==> src/design/nsq_pkg.sv <==
// Shared types, constants and helper functions of the nine-slice quad generator.
package nsq_pkg;

   localparam int CsrAddrW = 5;
   localparam int CsrDataW = 32;
   localparam int ProdW    = 41;
   localparam int QuotW    = 18;
   localparam int StepCnt  = QuotW / 2;
   localparam int StepW    = 4;
   localparam int LaneCnt  = 4;

   localparam logic [1:0] LaneLeft   = 2'd0;
   localparam logic [1:0] LaneRight  = 2'd1;
   localparam logic [1:0] LaneTop    = 2'd2;
   localparam logic [1:0] LaneBottom = 2'd3;

   localparam logic [3:0]  CenterPart = 4'd4;
   localparam logic [3:0]  LastPart   = 4'd8;
   localparam logic [16:0] UvOne      = 17'd65536;

   typedef enum logic [2:0] {
      CsrBorderLeft   = 3'd0,
      CsrBorderRight  = 3'd1,
      CsrBorderTop    = 3'd2,
      CsrBorderBottom = 3'd3,
      CsrTexWidth     = 3'd4,
      CsrTexHeight    = 3'd5,
      CsrFillCenter   = 3'd6
   } csr_index_type;

   typedef struct packed {
      logic [23:0] border_left;
      logic [23:0] border_right;
      logic [23:0] border_top;
      logic [23:0] border_bottom;
      logic [15:0] tex_width;
      logic [15:0] tex_height;
      logic        fill_center;
   } cfg_type;

   typedef struct packed {
      logic signed [23:0] pos_x;
      logic signed [23:0] pos_y;
      logic [23:0]        width;
      logic [23:0]        height;
      logic [16:0]        uv_left;
      logic [16:0]        uv_right;
      logic [16:0]        uv_top;
      logic [16:0]        uv_bottom;
      logic               has_texture;
   } req_type;

   typedef struct packed {
      logic [3:0]         part_index;
      logic               last_part;
      logic               render;
      logic signed [23:0] part_x;
      logic signed [23:0] part_y;
      logic [23:0]        part_w;
      logic [23:0]        part_h;
      logic [16:0]        uv_min_u;
      logic [16:0]        uv_min_v;
      logic [16:0]        uv_max_u;
      logic [16:0]        uv_max_v;
   } rsp_type;

   // One classified placement, waiting for the UV divisions.
   typedef struct packed {
      logic signed [23:0]              pos_x;
      logic signed [23:0]              pos_y;
      logic signed [23:0]              x_mid;
      logic signed [23:0]              x_far;
      logic signed [23:0]              y_mid;
      logic signed [23:0]              y_far;
      logic [23:0]                     border_left;
      logic [23:0]                     center_w;
      logic [23:0]                     border_right;
      logic [23:0]                     border_top;
      logic [23:0]                     center_h;
      logic [23:0]                     border_bottom;
      logic [16:0]                     uv_left;
      logic [16:0]                     uv_right;
      logic [16:0]                     uv_top;
      logic [16:0]                     uv_bottom;
      logic                            valid;
      logic [LaneCnt-1:0][ProdW-1:0]   prod_mag;
      logic [LaneCnt-1:0]              prod_neg;
      logic [23:0]                     den_u;
      logic [23:0]                     den_v;
   } job_type;

   typedef struct packed {
      job_type                         job;
      logic [LaneCnt-1:0][QuotW-1:0]   quot;
   } div_out_type;

   function automatic logic signed [23:0] sat_pos(input logic signed [26:0] v);
      logic signed [23:0] r;
      if (v > 27'sd8388607) r = 24'sh7FFFFF;
      else if (v < -27'sd8388608) r = 24'sh800000;
      else r = v[23:0];
      return r;
   endfunction

   function automatic logic [16:0] clamp_uv(input logic signed [20:0] v);
      logic [16:0] r;
      if (v < 21'sd0) r = '0;
      else if (v > 21'sd65536) r = UvOne;
      else r = v[16:0];
      return r;
   endfunction

   function automatic logic [16:0] sat_uv_in(input logic [16:0] v);
      return (v > UvOne) ? UvOne : v;
   endfunction

endpackage

==> src/design/nsq_divider.sv <==
// Four-lane radix-4 restoring divider for the inner UV offsets.
module nsq_divider (
   input  logic                 clock,
   input  logic                 reset,
   input  logic                 job_valid,
   output logic                 job_take,
   input  nsq_pkg::job_type     job,
   output logic                 done,
   input  logic                 take,
   output nsq_pkg::div_out_type result
);

   localparam int LaneCnt = nsq_pkg::LaneCnt;
   localparam int ProdW   = nsq_pkg::ProdW;
   localparam int QuotW   = nsq_pkg::QuotW;

   logic                             busy_ff, busy_in;
   logic [nsq_pkg::StepW-1:0]        step_ff, step_in;
   nsq_pkg::job_type                 job_ff;
   logic [LaneCnt-1:0][ProdW-1:0]    rem_ff, rem_in;
   logic [LaneCnt-1:0][ProdW-1:0]    dsh_ff, dsh_in;
   logic [LaneCnt-1:0][QuotW-1:0]    quot_ff, quot_in;
   logic [LaneCnt-1:0]               ovf_ff, ovf_in;
   logic                             load;
   logic [ProdW-1:0]                 rem_a, dsh_b;
   logic                             bit_a, bit_b;
   logic [23:0]                      den;

   assign done     = busy_ff && (step_ff == '0);
   assign load     = job_valid && (!busy_ff || (done && take));
   assign job_take = load;

   always_comb begin
      busy_in = busy_ff;
      step_in = step_ff;
      if (load) begin
         busy_in = 1'b1;
         step_in = nsq_pkg::StepW'(nsq_pkg::StepCnt);
      end else if (done && take) begin
         busy_in = 1'b0;
      end else if (busy_ff && step_ff != '0) begin
         step_in = step_ff - 1'b1;
      end
   end

   always_comb begin
      rem_in  = rem_ff;
      dsh_in  = dsh_ff;
      quot_in = quot_ff;
      ovf_in  = ovf_ff;
      rem_a   = '0;
      dsh_b   = '0;
      bit_a   = 1'b0;
      bit_b   = 1'b0;
      den     = '0;
      for (int i = 0; i < LaneCnt; i++) begin
         if (load) begin
            den = (i < 2) ? job.den_u : job.den_v;
            // Quotients past 18 bits clamp the cut anyway: saturate them.
            ovf_in[i]  = {1'b0, job.prod_mag[i]} >= {den, 18'b0};
            rem_in[i]  = job.prod_mag[i];
            dsh_in[i]  = {den, 17'b0};
            quot_in[i] = '0;
         end else if (busy_ff && step_ff != '0) begin
            bit_a = rem_ff[i] >= dsh_ff[i];
            rem_a = bit_a ? rem_ff[i] - dsh_ff[i] : rem_ff[i];
            dsh_b = dsh_ff[i] >> 1;
            bit_b = rem_a >= dsh_b;
            rem_in[i]  = bit_b ? rem_a - dsh_b : rem_a;
            dsh_in[i]  = dsh_ff[i] >> 2;
            quot_in[i] = {quot_ff[i][QuotW-3:0], bit_a, bit_b};
         end
      end
   end

   always_ff @(posedge clock) begin
      if (reset) begin
         busy_ff <= 1'b0;
         step_ff <= '0;
      end else begin
         busy_ff <= busy_in;
         step_ff <= step_in;
      end
   end

   always_ff @(posedge clock) begin
      if (load) job_ff <= job;
      rem_ff  <= rem_in;
      dsh_ff  <= dsh_in;
      quot_ff <= quot_in;
      ovf_ff  <= ovf_in;
   end

   always_comb begin
      result.job = job_ff;
      for (int i = 0; i < LaneCnt; i++) begin
         result.quot[i] = ovf_ff[i] ? '1 : quot_ff[i];
      end
   end

endmodule

==> config.mk <==
export PLATFORM = sky130hd
export DESIGN_NAME = nsq_divider
export DESIGN_NICKNAME = d
export VERILOG_FILES = /design/src/design/nsq_pkg.sv /design/src/design/nsq_divider.sv
export SDC_FILE = /design/constraint.sdc
export NUM_CORES = 2
export LEC_CHECK = 0
export BUFFER_PORTS_ARGS = -buffer_cell sky130_fd_sc_hd__buf_2
export CORE_AREA = 5 5 477 479
export DETAILED_ROUTE_END_ITERATION = 8
export DIE_AREA = 0 0 482 484
export PLACE_DENSITY_LB_ADDON = 0.25
export SYNTH_ARGS = -nofsm -noshare
export SYNTH_HDL_FRONTEND = slang
export SYNTH_SLANG_ARGS = --single-unit
==> constraint.sdc <==
create_clock -name clock -period 26.1 [get_ports clock]
set_input_delay 0 -clock clock [delete_from_list [all_inputs] [get_ports clock]]
set_output_delay 0 -clock clock [all_outputs]
set_load 0.02 [all_outputs]
==> impl_metrics.csv <==
group,metric,value,unit
status,status,"finished clean",
die,design.die.area,0.233,mm²
sta,skew,0.0988,ns
setup_path,path_max_fanout,74,
finish,stdcell_count,10400,
setup_path,cp-end-kind,"flip-flop",
cts,clk_latency,0.85,ns
route,firstDrtPassIters,5,
finish,syn2layout_area_growth,44.3,%
setup_path,path_cells,"inv_1, ha_1, and3_1, nor3b_1, nand4_1, o22ai_1, nor3_1, o31a_1, o31ai_4, buf_4, mux2_2, ha_1, nor2b_1, o31a_1, nor3_1, nor4_1, o21ai_0, nand2_1, a221oi_1, o22ai_1, or3b_1, buf_4, mux2i_1, a21oi_1",
setup_path,cp.buffers_inverters,3,
hold_path,hp-start,"job[477]",
grt,top_usage_layer,"met2",
route,via_per_inst,4.95,
yosys,syn_area_per_cell,10.5,µm²
route,first_iter_violations,4188,
yosys,syn_nets,6056,
yosys,ys_seq_area_frac,0.487,
pwr,p_per_area,155,mW/mm²
hold_path,hold_class,"in2reg",
sta,tightest_slew,1.37,ns
route,routed_wl,309000,µm
sta,setup_viol_count_final,0,
setup_path,slowest_stage,"buf_4",
die,start_util,0.239,
grt,antenna_found_initial,94,
die,io_pins,1224,
grt,grt_overflow,0,
grt,grt_use_met3,0.0584,
sta,finalCritPeriodShare,0.328,
pwr,swShare,0.471,
grt,first_global_vias,50900,
placement,place_area,0.0627,mm²
pwr,pwr-share-seq,0.185,
cts,htreeDepth,3,
cts,cts_buffers,117,
pwr,clkPwrFrac,0.147,
cts,cts_buffer_depth,3,
yosys,yosys.area.top_type_share,0.445,
pwr,switchingPower,5630,µW
setup_path,max_stage_delay,0.73,ns
yosys,synth_edf_count,789,
cts,cts_tree,"done",
cts,postCtsSetupBuffers,0,
grt,grt_max_degree,187,
setup_path,required,26.53,ns
cts,root_buffer,"clkbuf_16",
pwr,p_leak,0.0314,µW
setup_path,worstSetupStartpointType,"flip-flop",
placement,dp_hpwl,247000,µm
route,route.vias.total,51700,
finish,drive_gt1_frac,0.227,
pwr,ir_drop,0.116,mV
finish,final_cell_mix,"1223 x buf_2, 974 x dlygate4sd3_1, 789 x edfxtp_1",
setup_path,crit_family,"simple AND/OR/NAND/NOR gates",
sta,fin_tns_setup,0,ns
sta,slew_headroom,0.0605,
die,die_w,482,µm
placement,io_buffers,1223,
cts,cts-resized-gates,0,
yosys,synth_flop_cell,"edfxtp_1",
grt,use_met1,0.305,
yosys,synth_area,0.0532,mm²
setup_path,cp.arrival,9.00,ns
finish,final_area,0.0768,mm²
setup_path,worstSetupStartpoint,"dsh_ff[17]",
finish,final_common_cell,"buf_2",
placement,dp.cells,9117,
placement,place_congestion,0.979,
sta,finalHoldViolations,0,
die,die_y,484,µm
sta,post-route-min-period,8.56,ns
route,routedWlPerCell,29.6,µm
grt,grtUsageMet2,0.418,
pwr,p_int,6310,µW
placement,dp_slack,17.71,ns
yosys,ys_ff_latch,900,
cts,clock_sinks,900,
yosys,synthArstFlopShare,0,
setup_path,criticalPathCategory,"reg2reg",
yosys,synth.largest_area_cell,"edfxtp_1",
yosys,syn_inst,5054,
route,ant_nets,0,
job,maxCapViolations,0,
grt,grt_usage,0.251,
die,fp-row-count,174,
grt,grt_pass1_wl,412000,µm
yosys,synth.distinct_cells,87,
sta,final_max_slew_viol_count,0,
pwr,p_comb_frac,0.668,
setup_path,r2r-start,"dsh_ff[17]",
sta,grt_setup_unrepaired,"false",
yosys,synth_area_leaders,"edfxtp_1 44%, ha_1 9.8%, a21oi_1 4.5%",
cts,clkTransAtPathRegs,0.06,ns
route,route.detailed.drc,0,
sta,setup_ws,17.54,ns
sta,timing.fmax,0.117,GHz
yosys,yosys_warnings,0,
finish,final_nets,8220,
die,fp.coreArea,0.223,mm²
## worst register-to-register path, stage by stage (launching register included)
cell and delay, ns:
edfxtp_1 0.32, inv_1 0.17, ha_1 0.45, and3_1 0.23, nor3b_1 0.71, nand4_1 0.24
o22ai_1 0.19, nor3_1 0.12, o31a_1 0.15, o31ai_4 0.06, buf_4 0.73, mux2_2 0.48
ha_1 0.31, nor2b_1 0.16, o31a_1 0.28, nor3_1 0.49, nor4_1 0.24, o21ai_0 0.34
nand2_1 0.22, a221oi_1 0.63, o22ai_1 0.26, or3b_1 0.65, buf_4 0.38, mux2i_1 0.29
a21oi_1 0.09
## routing by layer
layer	part of all wire	vias up	routed length, µm
met2	0.47	2135	145000
met5	0.00074	-	229
met3	0.076	428	23500
li1	-	23400	-
met1	0.40	25600	123000
met4	0.056	36	17400
## metrics by stage
stage / total power [µW] / hold WS, ns / utilization
floorplan: 8080 / 0.0691 / -
detailed placement: 9960 / 0.178 / 0.281
global route: 12800 / 0.00882 / 0.344
CTS: 11900 / 0.000527 / 0.343
global placement: 9930 / 0.177 / 0.281
finish: 11900 / 0.0617 / 0.344
## registers in the layout (all words and copies together), names as in the netlist
signal   count
rem_ff     164
ovf_ff       4
quot_ff     72
result     573
step_ff      4
dsh_ff      82
busy_ff      1
## final cells by class
cell class | count | area (µm²)
clock buffers | 151 | 3190
clock inverters | 69 | 883
well taps | 2992 | 3740
fillers | 22700 | 146000
repair buffers | 2228 | 16100
inverters | 231 | 882
flip-flops and latches | 900 | 25900
diodes | 118 | 295
multi-input cells | 3740 | 25800
## logic make-up (layout without fill, tap and decap cells)
| kind of cell | after synthesis | in the layout | synth area share |
|---|---|---|---|
| AO/OA/AOI/OAI | 1475 | 1475 | 0.174 |
| AND/OR/NAND/NOR | 1365 | 1365 | 0.123 |
| flip-flops | 900 | 900 | 0.487 |
| adder cells (fa/ha/maj) | 425 | 425 | 0.101 |
| buffers and inverters | 414 | 2679 | 0.0304 |
| XOR/XNOR | 277 | 277 | 0.0456 |
| multiplexers | 198 | 198 | 0.0393 |
| other | 0 | 118 | 0 |
## Yosys cell counts (11+ instances only)
cell type / count
dfxtp_1: 111
o21ai_0: 317
mux2i_1: 109
and4_1: 19
and3_1: 43
o21bai_1: 45
a21o_1: 181
buf_2: 26
nor4_1: 24
inv_1: 231
nand4_1: 67
nor3_1: 64
mux2_2: 89
a21oi_1: 477
edfxtp_1: 789
xor2_1: 110
a211oi_1: 53
a211o_1: 11
nor2b_1: 43
o31ai_1: 31
a2111oi_0: 15
nand2_1: 402
clkbuf_1: 149
a31o_2: 15
o211ai_1: 32
nand3_1: 132
a221o_1: 13
a31oi_1: 45
or2_2: 90
or3_1: 22
xnor2_1: 167
nand2b_1: 38
a21boi_0: 15
ha_1: 417
and2_1: 23
o22ai_1: 48
o21a_1: 60
nor2_1: 353
## timing repair
item	CTS	global route
setup endpoints to repair	0	0
hold buffers	974	0
hold endpoints to repair	794	0
## power groups by stage
stage	clock, µW	combinational (µW)	sequential [µW]
floorplan	0	5770	2310
global placement	0	7690	2240
detailed placement	0	7730	2230
CTS	1790	7900	2210
global route	1850	8710	2230
finish	1750	7980	2210
## path summary, 6_finish.rpt
kind / to / slack [ns] / depth (start not counted)
hold / removal: result[549] / 0.06 / 2
setup / recovery: rem_ff[56] / 17.54 / 24
setup reg to reg: rem_ff[56] / 17.54 / 24
hold reg to reg: quot_ff[53] / 0.46 / 2
No activity file was read; power rests on OpenSTA's default activity.
