--- src/design/nsq_pkg.sv ---
// Shared types, constants and helper functions of the nine-slice quad generator.
package nsq_pkg;

   localparam int CsrAddrW = 5;
   localparam int CsrDataW = 32;
   localparam int ProdW    = 41;
   localparam int QuotW    = 18;
   localparam int StepCnt  = QuotW / 2;
   localparam int StepW    = 4;
   localparam int LaneCnt  = 4;

   localparam logic [1:0] LaneLeft   = 2'd0;
   localparam logic [1:0] LaneRight  = 2'd1;
   localparam logic [1:0] LaneTop    = 2'd2;
   localparam logic [1:0] LaneBottom = 2'd3;

   localparam logic [3:0]  CenterPart = 4'd4;
   localparam logic [3:0]  LastPart   = 4'd8;
   localparam logic [16:0] UvOne      = 17'd65536;

   typedef enum logic [2:0] {
      CsrBorderLeft   = 3'd0,
      CsrBorderRight  = 3'd1,
      CsrBorderTop    = 3'd2,
      CsrBorderBottom = 3'd3,
      CsrTexWidth     = 3'd4,
      CsrTexHeight    = 3'd5,
      CsrFillCenter   = 3'd6
   } csr_index_type;

   typedef struct packed {
      logic [23:0] border_left;
      logic [23:0] border_right;
      logic [23:0] border_top;
      logic [23:0] border_bottom;
      logic [15:0] tex_width;
      logic [15:0] tex_height;
      logic        fill_center;
   } cfg_type;

   typedef struct packed {
      logic signed [23:0] pos_x;
      logic signed [23:0] pos_y;
      logic [23:0]        width;
      logic [23:0]        height;
      logic [16:0]        uv_left;
      logic [16:0]        uv_right;
      logic [16:0]        uv_top;
      logic [16:0]        uv_bottom;
      logic               has_texture;
   } req_type;

   typedef struct packed {
      logic [3:0]         part_index;
      logic               last_part;
      logic               render;
      logic signed [23:0] part_x;
      logic signed [23:0] part_y;
      logic [23:0]        part_w;
      logic [23:0]        part_h;
      logic [16:0]        uv_min_u;
      logic [16:0]        uv_min_v;
      logic [16:0]        uv_max_u;
      logic [16:0]        uv_max_v;
   } rsp_type;

   // One classified placement, waiting for the UV divisions.
   typedef struct packed {
      logic signed [23:0]              pos_x;
      logic signed [23:0]              pos_y;
      logic signed [23:0]              x_mid;
      logic signed [23:0]              x_far;
      logic signed [23:0]              y_mid;
      logic signed [23:0]              y_far;
      logic [23:0]                     border_left;
      logic [23:0]                     center_w;
      logic [23:0]                     border_right;
      logic [23:0]                     border_top;
      logic [23:0]                     center_h;
      logic [23:0]                     border_bottom;
      logic [16:0]                     uv_left;
      logic [16:0]                     uv_right;
      logic [16:0]                     uv_top;
      logic [16:0]                     uv_bottom;
      logic                            valid;
      logic [LaneCnt-1:0][ProdW-1:0]   prod_mag;
      logic [LaneCnt-1:0]              prod_neg;
      logic [23:0]                     den_u;
      logic [23:0]                     den_v;
   } job_type;

   typedef struct packed {
      job_type                         job;
      logic [LaneCnt-1:0][QuotW-1:0]   quot;
   } div_out_type;

   function automatic logic signed [23:0] sat_pos(input logic signed [26:0] v);
      logic signed [23:0] r;
      if (v > 27'sd8388607) r = 24'sh7FFFFF;
      else if (v < -27'sd8388608) r = 24'sh800000;
      else r = v[23:0];
      return r;
   endfunction

   function automatic logic [16:0] clamp_uv(input logic signed [20:0] v);
      logic [16:0] r;
      if (v < 21'sd0) r = '0;
      else if (v > 21'sd65536) r = UvOne;
      else r = v[16:0];
      return r;
   endfunction

   function automatic logic [16:0] sat_uv_in(input logic [16:0] v);
      return (v > UvOne) ? UvOne : v;
   endfunction

endpackage

--- src/design/nsq_emitter.sv ---
// Back end: forms the UV cuts and walks the nine quads into the result register.
module nsq_emitter (
   input  logic                 clock,
   input  logic                 reset,
   input  logic                 done,
   output logic                 take,
   input  nsq_pkg::div_out_type result,
   input  logic                 fill_center,
   output logic                 rsp_empty,
   input  logic                 rsp_pop,
   output nsq_pkg::rsp_type     rsp_data
);

   logic                      active_ff, active_in;
   logic [1:0]                col_ff, col_in;
   logic [1:0]                row_ff, row_in;
   logic [3:0]                index_ff, index_in;
   logic signed [23:0]        x_ff [3];
   logic signed [23:0]        y_ff [3];
   logic [23:0]               w_ff [3];
   logic [23:0]               h_ff [3];
   logic [16:0]               u_ff [4];
   logic [16:0]               v_ff [4];
   logic                      valid_ff;
   logic                      out_valid_ff, out_valid_in;
   nsq_pkg::rsp_type          out_ff, quad;
   logic                      adv, last, load;
   logic signed [20:0]        off [nsq_pkg::LaneCnt];
   logic [16:0]               cut_l, cut_r, cut_t, cut_b;

   assign adv  = active_ff && (!out_valid_ff || rsp_pop);
   assign last = (index_ff == nsq_pkg::LastPart);
   assign load = done && (!active_ff || (adv && last));
   assign take = load;

   always_comb begin
      for (int i = 0; i < nsq_pkg::LaneCnt; i++) begin
         off[i] = result.job.prod_neg[i] ? -$signed({3'b0, result.quot[i]})
                                         : $signed({3'b0, result.quot[i]});
      end
      cut_l = nsq_pkg::clamp_uv($signed({4'b0, result.job.uv_left}) + off[nsq_pkg::LaneLeft]);
      cut_r = nsq_pkg::clamp_uv($signed({4'b0, result.job.uv_right}) - off[nsq_pkg::LaneRight]);
      cut_t = nsq_pkg::clamp_uv($signed({4'b0, result.job.uv_top}) + off[nsq_pkg::LaneTop]);
      cut_b = nsq_pkg::clamp_uv($signed({4'b0, result.job.uv_bottom})
                                - off[nsq_pkg::LaneBottom]);
   end

   always_comb begin
      active_in = active_ff;
      col_in    = col_ff;
      row_in    = row_ff;
      index_in  = index_ff;
      if (load) begin
         active_in = 1'b1;
         col_in    = '0;
         row_in    = '0;
         index_in  = '0;
      end else if (adv) begin
         // Advance row-major; drop out after the ninth quad.
         if (last) active_in = 1'b0;
         index_in = index_ff + 1'b1;
         if (col_ff == 2'd2) begin
            col_in = '0;
            row_in = row_ff + 1'b1;
         end else begin
            col_in = col_ff + 1'b1;
         end
      end
   end

   always_comb begin
      quad.part_index = index_ff;
      quad.last_part  = last;
      quad.render     = valid_ff && (w_ff[col_ff] != '0) && (h_ff[row_ff] != '0)
                        && !(index_ff == nsq_pkg::CenterPart && !fill_center);
      if (valid_ff) begin
         quad.part_x   = x_ff[col_ff];
         quad.part_y   = y_ff[row_ff];
         quad.part_w   = w_ff[col_ff];
         quad.part_h   = h_ff[row_ff];
         quad.uv_min_u = u_ff[col_ff];
         quad.uv_min_v = v_ff[row_ff];
         quad.uv_max_u = u_ff[col_ff + 2'd1];
         quad.uv_max_v = v_ff[row_ff + 2'd1];
      end else begin
         quad.part_x   = '0;
         quad.part_y   = '0;
         quad.part_w   = '0;
         quad.part_h   = '0;
         quad.uv_min_u = '0;
         quad.uv_min_v = '0;
         quad.uv_max_u = '0;
         quad.uv_max_v = '0;
      end
   end

   always_comb begin
      out_valid_in = out_valid_ff;
      if (adv) out_valid_in = 1'b1;
      else if (rsp_pop) out_valid_in = 1'b0;
   end

   always_ff @(posedge clock) begin
      if (reset) begin
         active_ff    <= 1'b0;
         col_ff       <= '0;
         row_ff       <= '0;
         index_ff     <= '0;
         out_valid_ff <= 1'b0;
      end else begin
         active_ff    <= active_in;
         col_ff       <= col_in;
         row_ff       <= row_in;
         index_ff     <= index_in;
         out_valid_ff <= out_valid_in;
      end
   end

   always_ff @(posedge clock) begin
      if (load) begin
         x_ff[0] <= result.job.pos_x;
         x_ff[1] <= result.job.x_mid;
         x_ff[2] <= result.job.x_far;
         y_ff[0] <= result.job.pos_y;
         y_ff[1] <= result.job.y_mid;
         y_ff[2] <= result.job.y_far;
         w_ff[0] <= result.job.border_left;
         w_ff[1] <= result.job.center_w;
         w_ff[2] <= result.job.border_right;
         h_ff[0] <= result.job.border_top;
         h_ff[1] <= result.job.center_h;
         h_ff[2] <= result.job.border_bottom;
         u_ff[0] <= result.job.uv_left;
         u_ff[1] <= cut_l;
         u_ff[2] <= cut_r;
         u_ff[3] <= result.job.uv_right;
         v_ff[0] <= result.job.uv_top;
         v_ff[1] <= cut_t;
         v_ff[2] <= cut_b;
         v_ff[3] <= result.job.uv_bottom;
         valid_ff <= result.job.valid;
      end
      if (adv) out_ff <= quad;
   end

   assign rsp_empty = !out_valid_ff;
   assign rsp_data  = out_ff;

endmodule

--- config.mk ---
export PLATFORM = sky130hd
export DESIGN_NAME = nsq_emitter
export DESIGN_NICKNAME = d
export VERILOG_FILES = /design/src/design/nsq_pkg.sv /design/src/design/nsq_emitter.sv
export SDC_FILE = /design/constraint.sdc
export NUM_CORES = 1
export LEC_CHECK = 0
export ABC_CLOCK_PERIOD_IN_PS = 28400
export BUFFER_PORTS_ARGS = -buffer_cell sky130_fd_sc_hd__clkbuf_2
export CAP_MARGIN = 20
export CORE_AREA = 5 5 314 316
export DETAILED_ROUTE_END_ITERATION = 7
export DIE_AREA = 0 0 319 321
export PLACE_DENSITY = 0.63
export SLEW_MARGIN = 20
export SYNTH_ARGS = -nofsm -noshare
export SYNTH_HDL_FRONTEND = slang
export SYNTH_SLANG_ARGS = --single-unit
--- constraint.sdc ---
create_clock -name clock -period 28.4 [get_ports clock]
set_input_delay 2.84 -clock clock [delete_from_list [all_inputs] [get_ports clock]]
set_output_delay 2.84 -clock clock [all_outputs]
set_load 0.005 [all_outputs]
==> impl_metrics.ini <==
[final_layout]
final_cells = 4103
fin_nets = 3500
area_delta_synth_final_pct = 23.03
drive_above_1_share = 0.2961
fill_cells = 9209
final_area_um2 = 36240
multi_input_area_um2 = 10760
register_area_um2 = 18160

[place]
placed_area_um2 = 33890
portBuffers = 609
place.gp.congestion = 0.8605
dp_cells = 3971
dp_hpwl_mm = 67.70

[routing]
drt_iter0_drc = 1445
via_per_inst = 4.949
wl_met1_mm = 39.42
drc = 0
dr_wl_met3_mm = 8.083
drt_pre_antenna_iters = 5
route.vias.total = 20300
drt-wirelength-per-cell_um = 21.82
wl_met2_mm = 39.76
top_layer = met5
routed_wl_mm = 89.54
ant_nets = 0

[setup_path]
r2r_cells = 7
ff2ff_setup_slack_ns = 25.04
cp_max_fo = 8
r2r_start = index_ff[0]
required_ns = 28.76
crit_type = primary input to register
critPathArrivalTime_ns = 7.52
r2r-end = v_ff[3][6]
cp-end-kind = register
cp-start-kind = primary input

[floorplan]
io_pins = 822
core_um2 = 95710
die_area_um2 = 102400
start_util = 0.3077
rows = 114
die_y_um = 321
die_w_um = 319

[synthesis]
synth_cell_types = 80
synth_ff_type = edfxtp_1
synth.cell_area_um2 = 29450
synth-edff-count = 595
yosysWarnings = 0
syn-num-nets = 2897
synth.avg_cell_area_um2 = 13.61
syn-instance-count = 2164
ys_ff_latch = 609
async_flop_share = 0
ys_seq_area_frac = 0.6161

[sta]
hold_ws_ns = 0.4980
fin_skew_ns = 0.02019
setup_violations = 0
fin_tns_setup_ns = 0
slew_violations = 0
min_period_over_period = 0.2522
min_period_ns = 7.162
hold_viol = 0
timing.fmax_ghz = 0.1396
tightest_slew_ns = 0.9979
slew_headroom = 0.3316
rsz0062_at_grt = no

[global_route]
grt_pass1_wl_mm = 128.5
grt_max_degree = 161
gr-total-overflow = 0
grt_pass1_vias = 19590
antenna_found_initial = 15
grt_use_total = 0.1666

[clock_network]
numCtsBuffers = 70
postCtsHoldBufs = 0
insertion_delay_ns = 0.62
clock-sinks = 609
path_clk_slew_ns = 0.06
tritoncts = yes
clockBufferDepth = 3
post-cts-setup-buffer-count = 0
cts_root_buf = clkbuf_16
cts-resized-gates = 0
cts_max_level = 3

[min_path]
hold_depth = 0
hold_path_end = rsp_data[169]
hold_class = register to register
hold_start = index_ff[3]

[pwr]
peakVddDrop_mv = 0.03617
pwr_density_cell_nw_per_um2 = 64.65
p_leak_uw = 0.01373

[job]
drv_cap = 0

[outcome]
status = completed
## how the worst max path moves through the flow
stage | endpoint | startpoint
after floorplan | take | rsp_pop
after global placement | u_ff[2][14] | result[18]
after detailed placement | u_ff[2][14] | result[18]
after CTS | u_ff[2][14] | result[18]
after global routing | u_ff[1][0] | result[8]
final | u_ff[1][0] | result[8]
## flip-flops by register name, summed over array words and instances (netlist names), 4 cells and up, named ones only
register  cells
rsp_data    170
h_ff         72
w_ff         72
x_ff         72
y_ff         72
u_ff         68
v_ff         68
index_ff      4
## Yosys cell counts (all sizes together) (10+ instances only)
cell    number  area (um^2)
o21ai       85        429.2
clkbuf      83        311.6
o211a       31        310.3
nor2b       63        394.1
nor3b       17        127.6
o21a        32        240.2
dfxtp       14        280.3
nand2      148        555.5
mux2i       99        991.0
inv         41        153.9
buf         17        97.59
xnor2       52        455.4
mux4        68         1531
nand4       21        131.4
o31ai       26        200.2
xor2        49        429.2
ha          79        988.5
or4         10        82.58
or3         18        122.6
nand3       28        140.1
a21oi      103        515.5
and2       104        650.6
nand2b      13        81.33
o211ai      14        105.1
nor3        44        220.2
nor4        17        112.6
a211oi      25        187.7
nor2       117        441.7
edfxtp     595        17870
or2         12        75.07
o41ai       15        131.4
a21o        25        187.7
## metrics by stage
stage	worst slack [ns]	utilization	total power, uW
final	21.24	0.3786	2343
after global routing	20.88	0.3784	2452
after CTS	21.33	0.3783	2375
after detailed placement	20.64	0.3541	1445
after global placement	20.66	0.3541	1442
after floorplan	2.067	-	1341
## report_power, final
| group | internal [uW] | switching (uW) |
|---|---|---|
| combinational | 143 | 209 |
| sequential | 1050 | 21.4 |
| clock | 547 | 368 |
## layout make-up
class | count | area share
Multi-Input combinational cell | 1414 | 0.2970
Clock inverter | 30 | 0.01150
Tap cell | 1276 | 0.04406
Inverter | 41 | 0.004247
Antenna cell | 10 | 0.0006906
Timing Repair Buffer | 631 | 0.08901
Sequential cell | 609 | 0.5012
Clock buffer | 92 | 0.05231
## metal layers
| metal | vias up | GRT usage |
|---|---|---|
| met1 | 9856 | 0.2281 |
| met2 | 774 | 0.2559 |
| met5 | - | 0 |
| li1 | 9554 | - |
| met4 | 4 | 0.04410 |
| met3 | 116 | 0.05613 |
## cells by family after synthesis
group	Yosys count	synth area share
AOI/OAI and AO/OA	420	0.09690
DFF	609	0.6161
adders and majority gates	83	0.03628
buffers and inverters	141	0.01912
xor gates and xnor gates	101	0.03003
muxes	169	0.08641
and+or+nand+nor	641	0.1151
## critical path: stages
cell and delay (ns):
clkbuf_2 0.11, nor4_1 0.75, nand2b_1 0.14, o21ai_0 0.23, xnor2_1 0.13, ha_1 0.38
nand3_1 0.21, nor2_1 0.14, a21boi_0 0.53, o21ai_0 0.18, a211o_1 0.30, a2111oi_0 0.67
a21oi_1 0.41, nor3b_1 0.50
## placed cells by master (no fill, tap or decap), drive strengths merged, types with 15 or more instances in the layout
cell type  synthesis  final
clkbuf            83    701
edfxtp           595    595
nand2            148    148
nor2             117    117
and2             104    104
a21oi            103    103
mux2i             99     99
o21ai             85     85
ha                79     79
mux4              68     68
nor2b             63     63
xnor2             52     52
xor2              49     49
inv               41     45
nor3              44     44
o21a              32     32
o211a             31     31
nand3             28     28
o31ai             26     26
a21o              25     25
a211oi            25     25
buf               17     22
nand4             21     21
or3               18     18
nor3b             17     17
nor4              17     17
clkinv             0     17
o41ai             15     15
Note: power is estimated with default switching activity, not from simulation.
